## src/sv/stbk_pkg.sv

```systemverilog
package stbk_pkg;

    localparam int NUM_TIMERS_DEF = 16;
    localparam int ID_W           = 8;
    localparam int DATA_W         = 32;
    localparam int TYPE_MAP_W     = 16;

    typedef enum logic [1:0] {
        REQ_START   = 2'd0,
        REQ_CLEAR   = 2'd1,
        REQ_CHECK   = 2'd2,
        REQ_INVALID = 2'd3
    } t_req;

    typedef enum logic [1:0] {
        ST_STOPPED = 2'd0,
        ST_RUNNING = 2'd1,
        ST_EXPIRED = 2'd2
    } t_status;

    // One timer entry as held in the bank memory
    typedef struct packed {
        t_status             status;
        logic [DATA_W-1:0]   stamp;
        logic [DATA_W-1:0]   elapsed;
        logic [DATA_W-1:0]   limit;
    } t_entry;

    // Request as registered ahead of the execute logic
    typedef struct packed {
        t_req                req;
        logic                id_ok;
        logic                use_ms;
        logic [DATA_W-1:0]   timeout;
        logic [DATA_W-1:0]   fine;
        logic [DATA_W-1:0]   tick;
    } t_s1_req;

    typedef struct packed {
        logic                error;
        logic                report_valid;
        t_status             state;
        logic [DATA_W-1:0]   elapsed;
    } t_result;

    typedef struct packed {
        t_result             res;
        logic                wr_en;
        t_entry              wr_entry;
    } t_exec_out;

endpackage

```

## src/sv/stbk_exec.sv

```systemverilog
module stbk_exec
    import stbk_pkg::*;
(
    input  t_s1_req   i_req,
    input  t_entry    i_entry,
    output t_exec_out o_exec
);

    logic [DATA_W-1:0] ms_diff;
    logic [DATA_W-1:0] fine_diff;
    logic [DATA_W-1:0] elapsed;
    logic              refuse;
    t_entry            nxt;

    assign ms_diff   = i_req.tick - i_entry.stamp;
    assign fine_diff = i_entry.stamp - i_req.fine;
    // Fine counter runs down at twice the 0.1 us rate: halve the difference
    assign elapsed   = i_req.use_ms ? ms_diff : (fine_diff >> 1);

    always_comb begin
        nxt                       = i_entry;
        refuse                    = 1'b0;
        o_exec.wr_en              = 1'b0;
        o_exec.res.error          = 1'b0;
        if (!i_req.id_ok) begin
            refuse = 1'b1;
        end else begin
            unique case (i_req.req)
                REQ_START: begin
                    if (i_entry.status == ST_RUNNING) begin
                        refuse = 1'b1;
                    end else begin
                        nxt.status   = ST_RUNNING;
                        nxt.limit    = i_req.timeout;
                        nxt.stamp    = i_req.use_ms ? i_req.tick : i_req.fine;
                        o_exec.wr_en = 1'b1;
                    end
                end
                REQ_CLEAR: begin
                    nxt          = '0;
                    o_exec.wr_en = 1'b1;
                end
                REQ_CHECK: begin
                    if (i_entry.status != ST_STOPPED) begin
                        nxt.elapsed = elapsed;
                        if (i_entry.status == ST_RUNNING && elapsed >= i_entry.limit) begin
                            nxt.status = ST_EXPIRED;
                        end
                        o_exec.wr_en = 1'b1;
                    end
                end
                REQ_INVALID: begin
                    o_exec.res.error = 1'b1;
                end
                default: begin
                    o_exec.res.error = 1'b1;
                end
            endcase
        end

        o_exec.wr_entry = nxt;
        if (refuse) begin
            o_exec.res.error        = 1'b1;
            o_exec.res.report_valid = 1'b0;
            o_exec.res.state        = ST_STOPPED;
            o_exec.res.elapsed      = '0;
        end else begin
            o_exec.res.report_valid = 1'b1;
            o_exec.res.state        = nxt.status;
            o_exec.res.elapsed      = nxt.elapsed;
        end
    end

endmodule

```

## src/sv/software_timer_bank_core.sv

```systemverilog
// Chan | Handshake                 | Beat fields
// -----+---------------------------+-------------------------------------------------------
// in   | i_in_valid / o_in_stall   | req_type, timer_id, timeout_value, fine_count, ms_tick
// out  | o_out_valid / i_out_stall | error, report_valid, timer_state, elapsed_time
// cfg  | i_cfg_wr_en, no stall     | timer_type_map
//
// Request to report: a registered read of the timer bank, then the read-modify-write into
// the result register. A request can be accepted every cycle the middle stage is not held;
// a write landing as the next request is read is forwarded around the bank memory.
// Synchronous active-low reset empties the pipeline and clears the per-timer valid bits,
// so unwritten timers read as stopped with zero stamp, elapsed and limit; no clearing pass.
// A stalled report holds the result register; requests stall only behind a full middle stage.
module software_timer_bank_core
    import stbk_pkg::*;
#(
    parameter int NUM_TIMERS = NUM_TIMERS_DEF
)
(
    input  logic                  i_clk,
    input  logic                  i_rst_n,

    input  logic                  i_cfg_wr_en,
    input  logic [TYPE_MAP_W-1:0] i_cfg_wr_data,

    input  logic                  i_in_valid,
    output logic                  o_in_stall,
    input  logic [1:0]            i_req_type,
    input  logic [ID_W-1:0]       i_timer_id,
    input  logic [DATA_W-1:0]     i_timeout_value,
    input  logic [DATA_W-1:0]     i_fine_count,
    input  logic [DATA_W-1:0]     i_ms_tick,

    output logic                  o_out_valid,
    input  logic                  i_out_stall,
    output logic                  o_error,
    output logic                  o_report_valid,
    output logic [1:0]            o_timer_state,
    output logic [DATA_W-1:0]     o_elapsed_time
);

    localparam int IDX_W = (NUM_TIMERS > 1) ? $clog2(NUM_TIMERS) : 1;

    // Timer bank: one entry per timer, registered read
    t_entry                 r_bank [NUM_TIMERS];
    logic [NUM_TIMERS-1:0]  r_vld;

    logic [TYPE_MAP_W-1:0]  r_type_map;

    // Middle stage
    logic                   r_s1_valid;
    t_s1_req                r_s1;
    logic [IDX_W-1:0]       r_s1_idx;
    logic                   r_s1_ent_vld;
    t_entry                 r_rd_entry;
    logic                   r_byp;
    t_entry                 r_byp_entry;

    // Output register
    logic                   r_out_valid;
    t_result                r_out;

    logic                   in_acc;
    logic                   s1_adv;
    logic                   id_ok;
    logic                   use_ms;
    logic [IDX_W-1:0]       rd_idx;
    logic                   wr_en;
    t_entry                 cur_entry;
    t_s1_req                n_s1;
    t_exec_out              exec;

    // Middle stage drains whenever the output register is free or being taken
    assign s1_adv     = r_s1_valid && (!r_out_valid || !i_out_stall);
    assign o_in_stall = r_s1_valid && !s1_adv;
    assign in_acc     = i_in_valid && !o_in_stall;

    assign id_ok  = {1'b0, i_timer_id} < (ID_W + 1)'(NUM_TIMERS);
    assign rd_idx = IDX_W'(i_timer_id);
    // Timers numbered beyond the type map always count on the fine base
    assign use_ms = (i_timer_id < ID_W'(TYPE_MAP_W)) &&
                    r_type_map[i_timer_id[$clog2(TYPE_MAP_W)-1:0]];

    always_comb begin
        n_s1.req     = t_req'(i_req_type);
        n_s1.id_ok   = id_ok;
        n_s1.use_ms  = use_ms;
        n_s1.timeout = i_timeout_value;
        n_s1.fine    = i_fine_count;
        n_s1.tick    = i_ms_tick;
    end

    // Pick the freshest copy of the entry: forwarded write, bank, or reset value
    always_comb begin
        if (r_byp) begin
            cur_entry = r_byp_entry;
        end else if (r_s1_ent_vld) begin
            cur_entry = r_rd_entry;
        end else begin
            cur_entry = '0;
        end
    end

    stbk_exec u_exec (
        .i_req   (r_s1),
        .i_entry (cur_entry),
        .o_exec  (exec)
    );

    assign wr_en = s1_adv && exec.wr_en;

    // Configuration register
    always_ff @(posedge i_clk) begin
        if (!i_rst_n) begin
            r_type_map <= '0;
        end else if (i_cfg_wr_en) begin
            r_type_map <= i_cfg_wr_data;
        end
    end

    // Bank memory: write back on drain, read on acceptance
    always_ff @(posedge i_clk) begin
        if (wr_en) begin
            r_bank[r_s1_idx] <= exec.wr_entry;
        end
        if (in_acc && id_ok) begin
            r_rd_entry <= r_bank[rd_idx];
        end
    end

    // Valid bits: a timer never written reads as its reset value
    always_ff @(posedge i_clk) begin
        if (!i_rst_n) begin
            r_vld <= '0;
        end else if (wr_en) begin
            r_vld[r_s1_idx] <= 1'b1;
        end
    end

    // Middle stage control
    always_ff @(posedge i_clk) begin
        if (!i_rst_n) begin
            r_s1_valid <= 1'b0;
        end else if (in_acc) begin
            r_s1_valid <= 1'b1;
        end else if (s1_adv) begin
            r_s1_valid <= 1'b0;
        end
    end

    // Middle stage payload; catch a write to the same timer landing this edge
    always_ff @(posedge i_clk) begin
        if (in_acc) begin
            r_s1         <= n_s1;
            r_s1_idx     <= rd_idx;
            r_s1_ent_vld <= id_ok && r_vld[rd_idx];
            r_byp        <= wr_en && id_ok && (r_s1_idx == rd_idx);
            r_byp_entry  <= exec.wr_entry;
        end
    end

    // Output register
    always_ff @(posedge i_clk) begin
        if (!i_rst_n) begin
            r_out_valid <= 1'b0;
        end else if (s1_adv) begin
            r_out_valid <= 1'b1;
        end else if (!i_out_stall) begin
            r_out_valid <= 1'b0;
        end
    end

    always_ff @(posedge i_clk) begin
        if (s1_adv) begin
            r_out <= exec.res;
        end
    end

    assign o_out_valid    = r_out_valid;
    assign o_error        = r_out.error;
    assign o_report_valid = r_out.report_valid;
    assign o_timer_state  = r_out.state;
    assign o_elapsed_time = r_out.elapsed;

`ifndef SYNTH
    // Request side stalls only behind a full middle stage blocked by the report side
    a_stall_cause: assert property (@(posedge i_clk) disable iff (!i_rst_n)
        o_in_stall |-> (r_s1_valid && r_out_valid && i_out_stall))
        else $error("request stalled without a blocked pipeline");

    // A held middle stage keeps its request
    a_s1_hold: assert property (@(posedge i_clk) disable iff (!i_rst_n)
        (r_s1_valid && !s1_adv) |=> (r_s1_valid && $stable(r_s1) && $stable(r_s1_idx)))
        else $error("middle stage changed while held");

    // A refused request reports an error with zeroed fields
    a_refused: assert property (@(posedge i_clk) disable iff (!i_rst_n)
        (o_out_valid && !o_report_valid) |->
            (o_error && o_timer_state == ST_STOPPED && o_elapsed_time == '0))
        else $error("refused request with non-zero report");

    // Bank write only happens as a result is taken into the output register
    a_write_drain: assert property (@(posedge i_clk) disable iff (!i_rst_n)
        wr_en |=> r_out_valid)
        else $error("bank write without a result");
`endif

endmodule

```

## config.mk

```make
export PLATFORM = sky130hd
export DESIGN_NAME = software_timer_bank_core
export DESIGN_NICKNAME = d
export VERILOG_FILES = /design/src/sv/stbk_pkg.sv /design/src/sv/stbk_exec.sv /design/src/sv/software_timer_bank_core.sv
export SDC_FILE = /design/constraint.sdc
export NUM_CORES = 2
export LEC_CHECK = 0
export BUFFER_PORTS_ARGS = -buffer_cell sky130_fd_sc_hd__buf_2
export CAP_MARGIN = 20
export CORE_UTILIZATION = 50
export DETAILED_ROUTE_END_ITERATION = 7
export GPL_TIMING_DRIVEN = 0
export PLACE_DENSITY = 0.7
export SLEW_MARGIN = 40
export SYNTH_ARGS = -nofsm -noshare
export SYNTH_HDL_FRONTEND = slang
export SYNTH_SLANG_ARGS = --single-unit
```

## constraint.sdc

```tcl
create_clock -name i_clk -period 16.7 [get_ports i_clk]
set_input_delay 0.835 -clock i_clk [delete_from_list [all_inputs] [get_ports i_clk]]
set_output_delay 0.835 -clock i_clk [all_outputs]
set_load 0.005 [all_outputs]
```

; ---- Word level (Yosys, flattened, before mapping)
; Memories as Yosys holds them, arrays and structs flattened. A register that Yosys moved wholly into a read port is not among the register bits.
; Cells that the tools add are included.
[totals]
regBits = 274
ram_bits = 1568
inputBits = 127
out_inout_bits = 38
wordCells = 92
n_memories = 1
[classes]
addsub = 2
order_cmp = 6
n_eq_ne = 6
mux = 36
bitwise_logic = 1
reduce_logical = 19
[memory_table]
columns = name, words, word_bits, rd, rd_ports_with_merged_regs, wr, line_no
row1 = r_bank, 16, 98, 1, 1, 1, software_timer_bank_core.sv:44  ; t_entry r_bank [NUM_TIMERS];
[op_table]
columns = op, count
row1 = $mux 98, 3
row2 = $pmux 32 s2, 3
row3 = $mux 32, 4
row4 = $sub 32x32->32, 2
row5 = $mux 35, 1
row6 = $mux 34, 1
row7 = $ge 32x32->1, 1
row8 = $mux 1, 17
row9 = $lt 8x5->1 const B, 2
row10 = $or 16x16->16, 1
row11 = $logic_and 1x1->1, 11
row12 = $lt 4x5->1 const B, 2
row13 = $bmux 1 s4, 2
row14 = $pmux 2 s3, 1
row15 = $demux 1 s4, 1
row16 = $eq 2x1->1 const B, 2
row17 = $eq 2x2->1 const B, 2
row18 = $eq 4x4->1, 1
row19 = $ge 4x1->1 const B, 1
row20 = $logic_not 1->1, 4
row21 = $mux 2, 2
row22 = $reduce_bool 2->1, 2
row23 = $pmux 1 s3, 1
row24 = $logic_not 2->1, 1
row25 = other kinds (2), 2

; ---- Logic depth before layout (Yosys ltp)
[depth]
word_depth = 11
depth_mapped = 29
depth_no_buf = 24

; ---- Modules after synthesis
; A second synthesis with hierarchy kept.
[unflattened]
cells_unflattened = 4152
hier_area_um2 = 78495.3
[by_module_without_submodules]
columns = module, instances, cells_each, area_per_inst_um2, seq_area_each_um2
row1 = software_timer_bank_core, 1, 3023, 71228.3, 57915.5
row2 = stbk_exec, 1, 1129, 7267.0, 0.0

; ---- Worst setup path before layout
; OpenSTA, ideal clock, no wires.
[synth_timing]
path_type = input -> register
startpoint = input port i_out_stall
endpoint = register, netlist name r_rd_entry[0]
setup_time_ns = 0.467
t_arrival_ns = 13.021
required_time_ns = 16.233
slack_ns = 3.211
stages = 3
n_path_buf = 0
path_cell_list = and3_1 -> nor2b_1 -> and2_1
[synth_between]
elab_chain_cells = 8
[synth_rtl]
columns = item, line_no
row1 = start: declaration, software_timer_bank_core.sv:34  ; input logic i_out_stall,
row2 = $logic_not 1->1, n/a
row3 = $logic_or 1x1->1, software_timer_bank_core.sv:73  ; assign s1_adv = r_s1_valid && (!r_out_valid || !i_out_stall);
row4 = $logic_and 1x1->1, software_timer_bank_core.sv:73
row5 = $logic_not 1->1, software_timer_bank_core.sv:74  ; assign o_in_stall = r_s1_valid && !s1_adv;
row6 = $logic_and 1x1->1, software_timer_bank_core.sv:74
row7 = $logic_not 1->1, software_timer_bank_core.sv:75  ; assign in_acc = i_in_valid && !o_in_stall;
row8 = $logic_and 1x1->1, software_timer_bank_core.sv:75
row9 = net in_acc, software_timer_bank_core.sv:62  ; logic in_acc;
row10 = $logic_and 1x1->1, software_timer_bank_core.sv:125  ; if (in_acc && id_ok) begin
; The timed path passes the listed nets, and every way through them passes these cells.
; A chain may end at the register's enable or synchronous reset.

==> results.tsv <==
stage	metric	value	unit
status	outcome	complete, no violations	
floorplan	initial_core_util	0.505	
setup_path	endpoint_kind	register	
sta	drv_slew	0	
sta	finClkSkew	0.0349	ns
setup_path	critical_path.max_stage_delay	0.84	ns
synthesis	synth_top_cells_by_area	edfxtp_1 (73%), mux4_2 (14%), ha_1 (1.5%)	
sta	relSlewSlack	0.293	
setup_path	r2r_end	o_timer_state[1]	
clock_tree	cts-root-buf	clkbuf_16	
sta	finalHoldViolCount	0	
setup_path	reg2reg_slack	7.58	ns
setup_path	reg2regPathDepth	28	
floorplan	die-width	397	um
clock_tree	cts_tree	yes	
sta	worstMarginPinSlew	1.06	ns
finish	final_common_cell	edfxtp_1	
finish	drive_gt1_frac	0.314	
placement	dp_hpwl	150000	um
synthesis	synthAdderAreaFrac	0.0156	
job	cap_violations	0	
setup_path	critPathKind	reg2reg	
global_routing	grt_max_degree	31	
synthesis	synth_compound_area_frac	0.0442	
global_routing	grt_pass1_wl	305000	um
synthesis	ys.flop_type	edfxtp_1	
clock_tree	numCtsBuffers	187	
sta	fmax	110	MHz
sta	final_period_minus_worst_setup_slack	9.12	ns
floorplan	rows	144	
global_routing	grt-ovfl-total	0	
synthesis	synthesis.area	78100	um2
floorplan	pin_count	165	
global_routing	grt_usage	0.276	
setup_path	worstPathRequired	17.35	ns
drt	drc_errors	0	
sta	min_period_over_period	0.546	
sta	rsz0062_at_grt	false	
clock_tree	cts_resized	0	
drt	via_per_inst	6.43	
drt	ant_nets	0	
synthesis	syn_area_per_cell	20.4	um2
synthesis	ys_ff_latch	1940	
placement	post-place-ws	7.66	ns
synthesis	synthCells	3836	
min_path	min_to	r_s1[42]	
synthesis	synth_mux_area_frac	0.152	
power_and_ir_drop	vdd_drop_max	0.0000921	V
clock_tree	hold_buffers	0	
clock_tree	clk_pin_slew_worst_paths	0.06	ns
placement	gp_congestion	0.923	
setup_path	worstPathArrival	9.76	ns
min_path	holdCritStartpoint	i_fine_count[10]	
drt	initialDrtViolationCount	5557	
finish	final_cell_mix	edfxtp_1 (1906), mux4_2 (500), buf_2 (246)	
clock_tree	htree_levels	4	
clock_tree	postCtsSetupBuffers	0	
synthesis	yosysTopAreaCellShare	0.733	
power_and_ir_drop	p_per_area	113	nW/um2
finish	final_nets	4660	
sta	tns	0	ns
drt	wl_per_cell	32.7	um
power_and_ir_drop	p_leak	30.8	nW
drt	via_count	42600	
placement	port_buffers	163	
synthesis	yosysWarnings	0	
sta	setup_viol	0	
clock_tree	clk_latency	0.84	ns
floorplan	die_area	158000	um2
synthesis	synth_edf_count	1906	
global_routing	grt_pass1_vias	42000	
clock_tree	cts_buffer_depth	3	
synthesis	synth_top_family_by_area	multiplexers	
power_and_ir_drop	finalPower	10.4	mW
synthesis	ys_seq_area_frac	0.742	
drt	drt_wl_total	217000	um
min_path	hold_path.class	in2reg	
floorplan	coreArea	155000	um2
min_path	hold_path_depth	1	
floorplan	die_h	397	um
synthesis	synth_top_area_cell	edfxtp_1	
finish	area_growth	17.9	%
setup_path	rr_startpoint	r_byp	
synthesis	synthSimpleGateAreaFrac	0.0257	
finish	finalNonFillerCells	6634	
placement	placedCellCount	6292	
clock_tree	numClockSinks	1940	
synthesis	async_flop_share	0	
setup_path	path_max_fanout	18	
global_routing	antenna_found_initial	3	
synthesis	ys_types	88	
sta	finalWorstSetupSlack	7.58	ns
setup_path	startpoint_type	register	
drt	drt_first_pass_iters	6	
synthesis	synth_xor_area_frac	0.00604	
setup_path	crit_path_top_delay_cell	a211oi_2	
synthesis	synth_nets	4057	
-- metrics by stage --
| step | hold slack, ns | area, um2 | util |
|---|---|---|---|
| floorplan | 0.435 | 78100 | - |
| global placement | 0.441 | 81400 | 0.527 |
| detailed placement | 0.449 | 86000 | 0.556 |
| CTS | 0.117 | 91800 | 0.594 |
| global route | 0.136 | 92000 | 0.595 |
| finish | 0.166 | 92000 | 0.595 |
-- cells in the mapped netlist, types with 8 or more instances --
cell type  count
o31ai_1       14
nor2b_1       30
a221o_1       10
ha_1          93
o211ai_1      13
and3_1        14
clkbuf_1     150
a22oi_1       59
buf_1         40
o22ai_1       36
nand3_1       28
a31oi_1       18
mux2i_1       58
mux4_2       500
a21oi_1       84
xnor2_1       28
a21o_1        33
a211oi_1      31
nand2b_1      11
edfxtp_1    1906
nor2_1        95
nand2_1      105
or3_1          8
and2_1        18
o21a_1        27
nand3b_1       8
a221oi_1      24
xor2_1        24
dfxtp_1       34
inv_1         97
nand4_1       16
nor3_1        33
o21ai_0       80
-- registers in the layout, indices dropped and copies added, names as in the netlist --
register and flops:
r_s1 100, r_vld 16, o_out_valid 1, r_s1_ent_vld 1, r_bank 1568, r_s1_idx 4, o_report_valid 1, r_rd_entry 98
r_byp_entry 98, r_byp 1, r_s1_valid 1, o_error 1, r_type_map 16, o_timer_state 2, o_elapsed_time 32
-- power by group --
part	leakage (nW)	total [mW]	internal [mW]	switching, mW
clock	2.87	4.08	2.27	1.81
combinational	10.1	0.808	0.295	0.513
sequential	17.8	5.48	5.45	0.0322
-- critical path, delay by kind of cell (launching register included) --
kind / cells / cell delay [ns]
and+or+nand+nor: 8 / 2.07
AOI/OAI and AO/OA: 8 / 3.01
adders and majority gates: 2 / 0.46
xor gates and xnor gates: 1 / 0.21
DFF: 1 / 0.55
buffers and inverters: 9 / 2.58
-- area by class of cell --
| type | count | area, um2 |
|---|---|---|
| antenna | 1 | 2.50 |
| buffer | 197 | 891 |
| clock buffer | 236 | 4990 |
| clock inverter | 103 | 875 |
| fill | 10900 | 62600 |
| inverter | 99 | 372 |
| multi-input combinational | 1600 | 19800 |
| sequential | 1940 | 57900 |
| tap | 2044 | 2560 |
| timing repair buffer | 414 | 4600 |
-- logic make-up after synthesis --
group	Yosys count
xor+xnor	53
flops	1940
fa+ha+maj	97
mux	561
buf+inv	296
simple gates	399
compound gates	490
-- worst max path at each step --
stage          cells after the start  slack (ns)   startpoint          endpoint
5_1_grt                           28        7.42        r_byp  o_timer_state[1]
4_1_cts                           28        7.62        r_byp  o_timer_state[1]
6_report                          28        7.58        r_byp  o_timer_state[1]
2_1_floorplan                      3        3.21  i_out_stall     r_rd_entry[0]
3_5_place_dp                      28        7.66        r_byp  o_timer_state[1]
3_3_place_gp                       5      -10.67  i_out_stall    r_bank[12][53]
-- layer usage --
| metal | vias to the layer above | GRT usage | share of wire |
|---|---|---|---|
| li1 | 17300 | - | - |
| met1 | 22200 | 0.372 | 0.37 |
| met2 | 2694 | 0.436 | 0.48 |
| met3 | 464 | 0.0557 | 0.10 |
| met4 | 2 | 0.130 | 0.052 |
| met5 | - | 0 | 0.000060 |
Note: power is estimated with default switching activity, not from simulation.
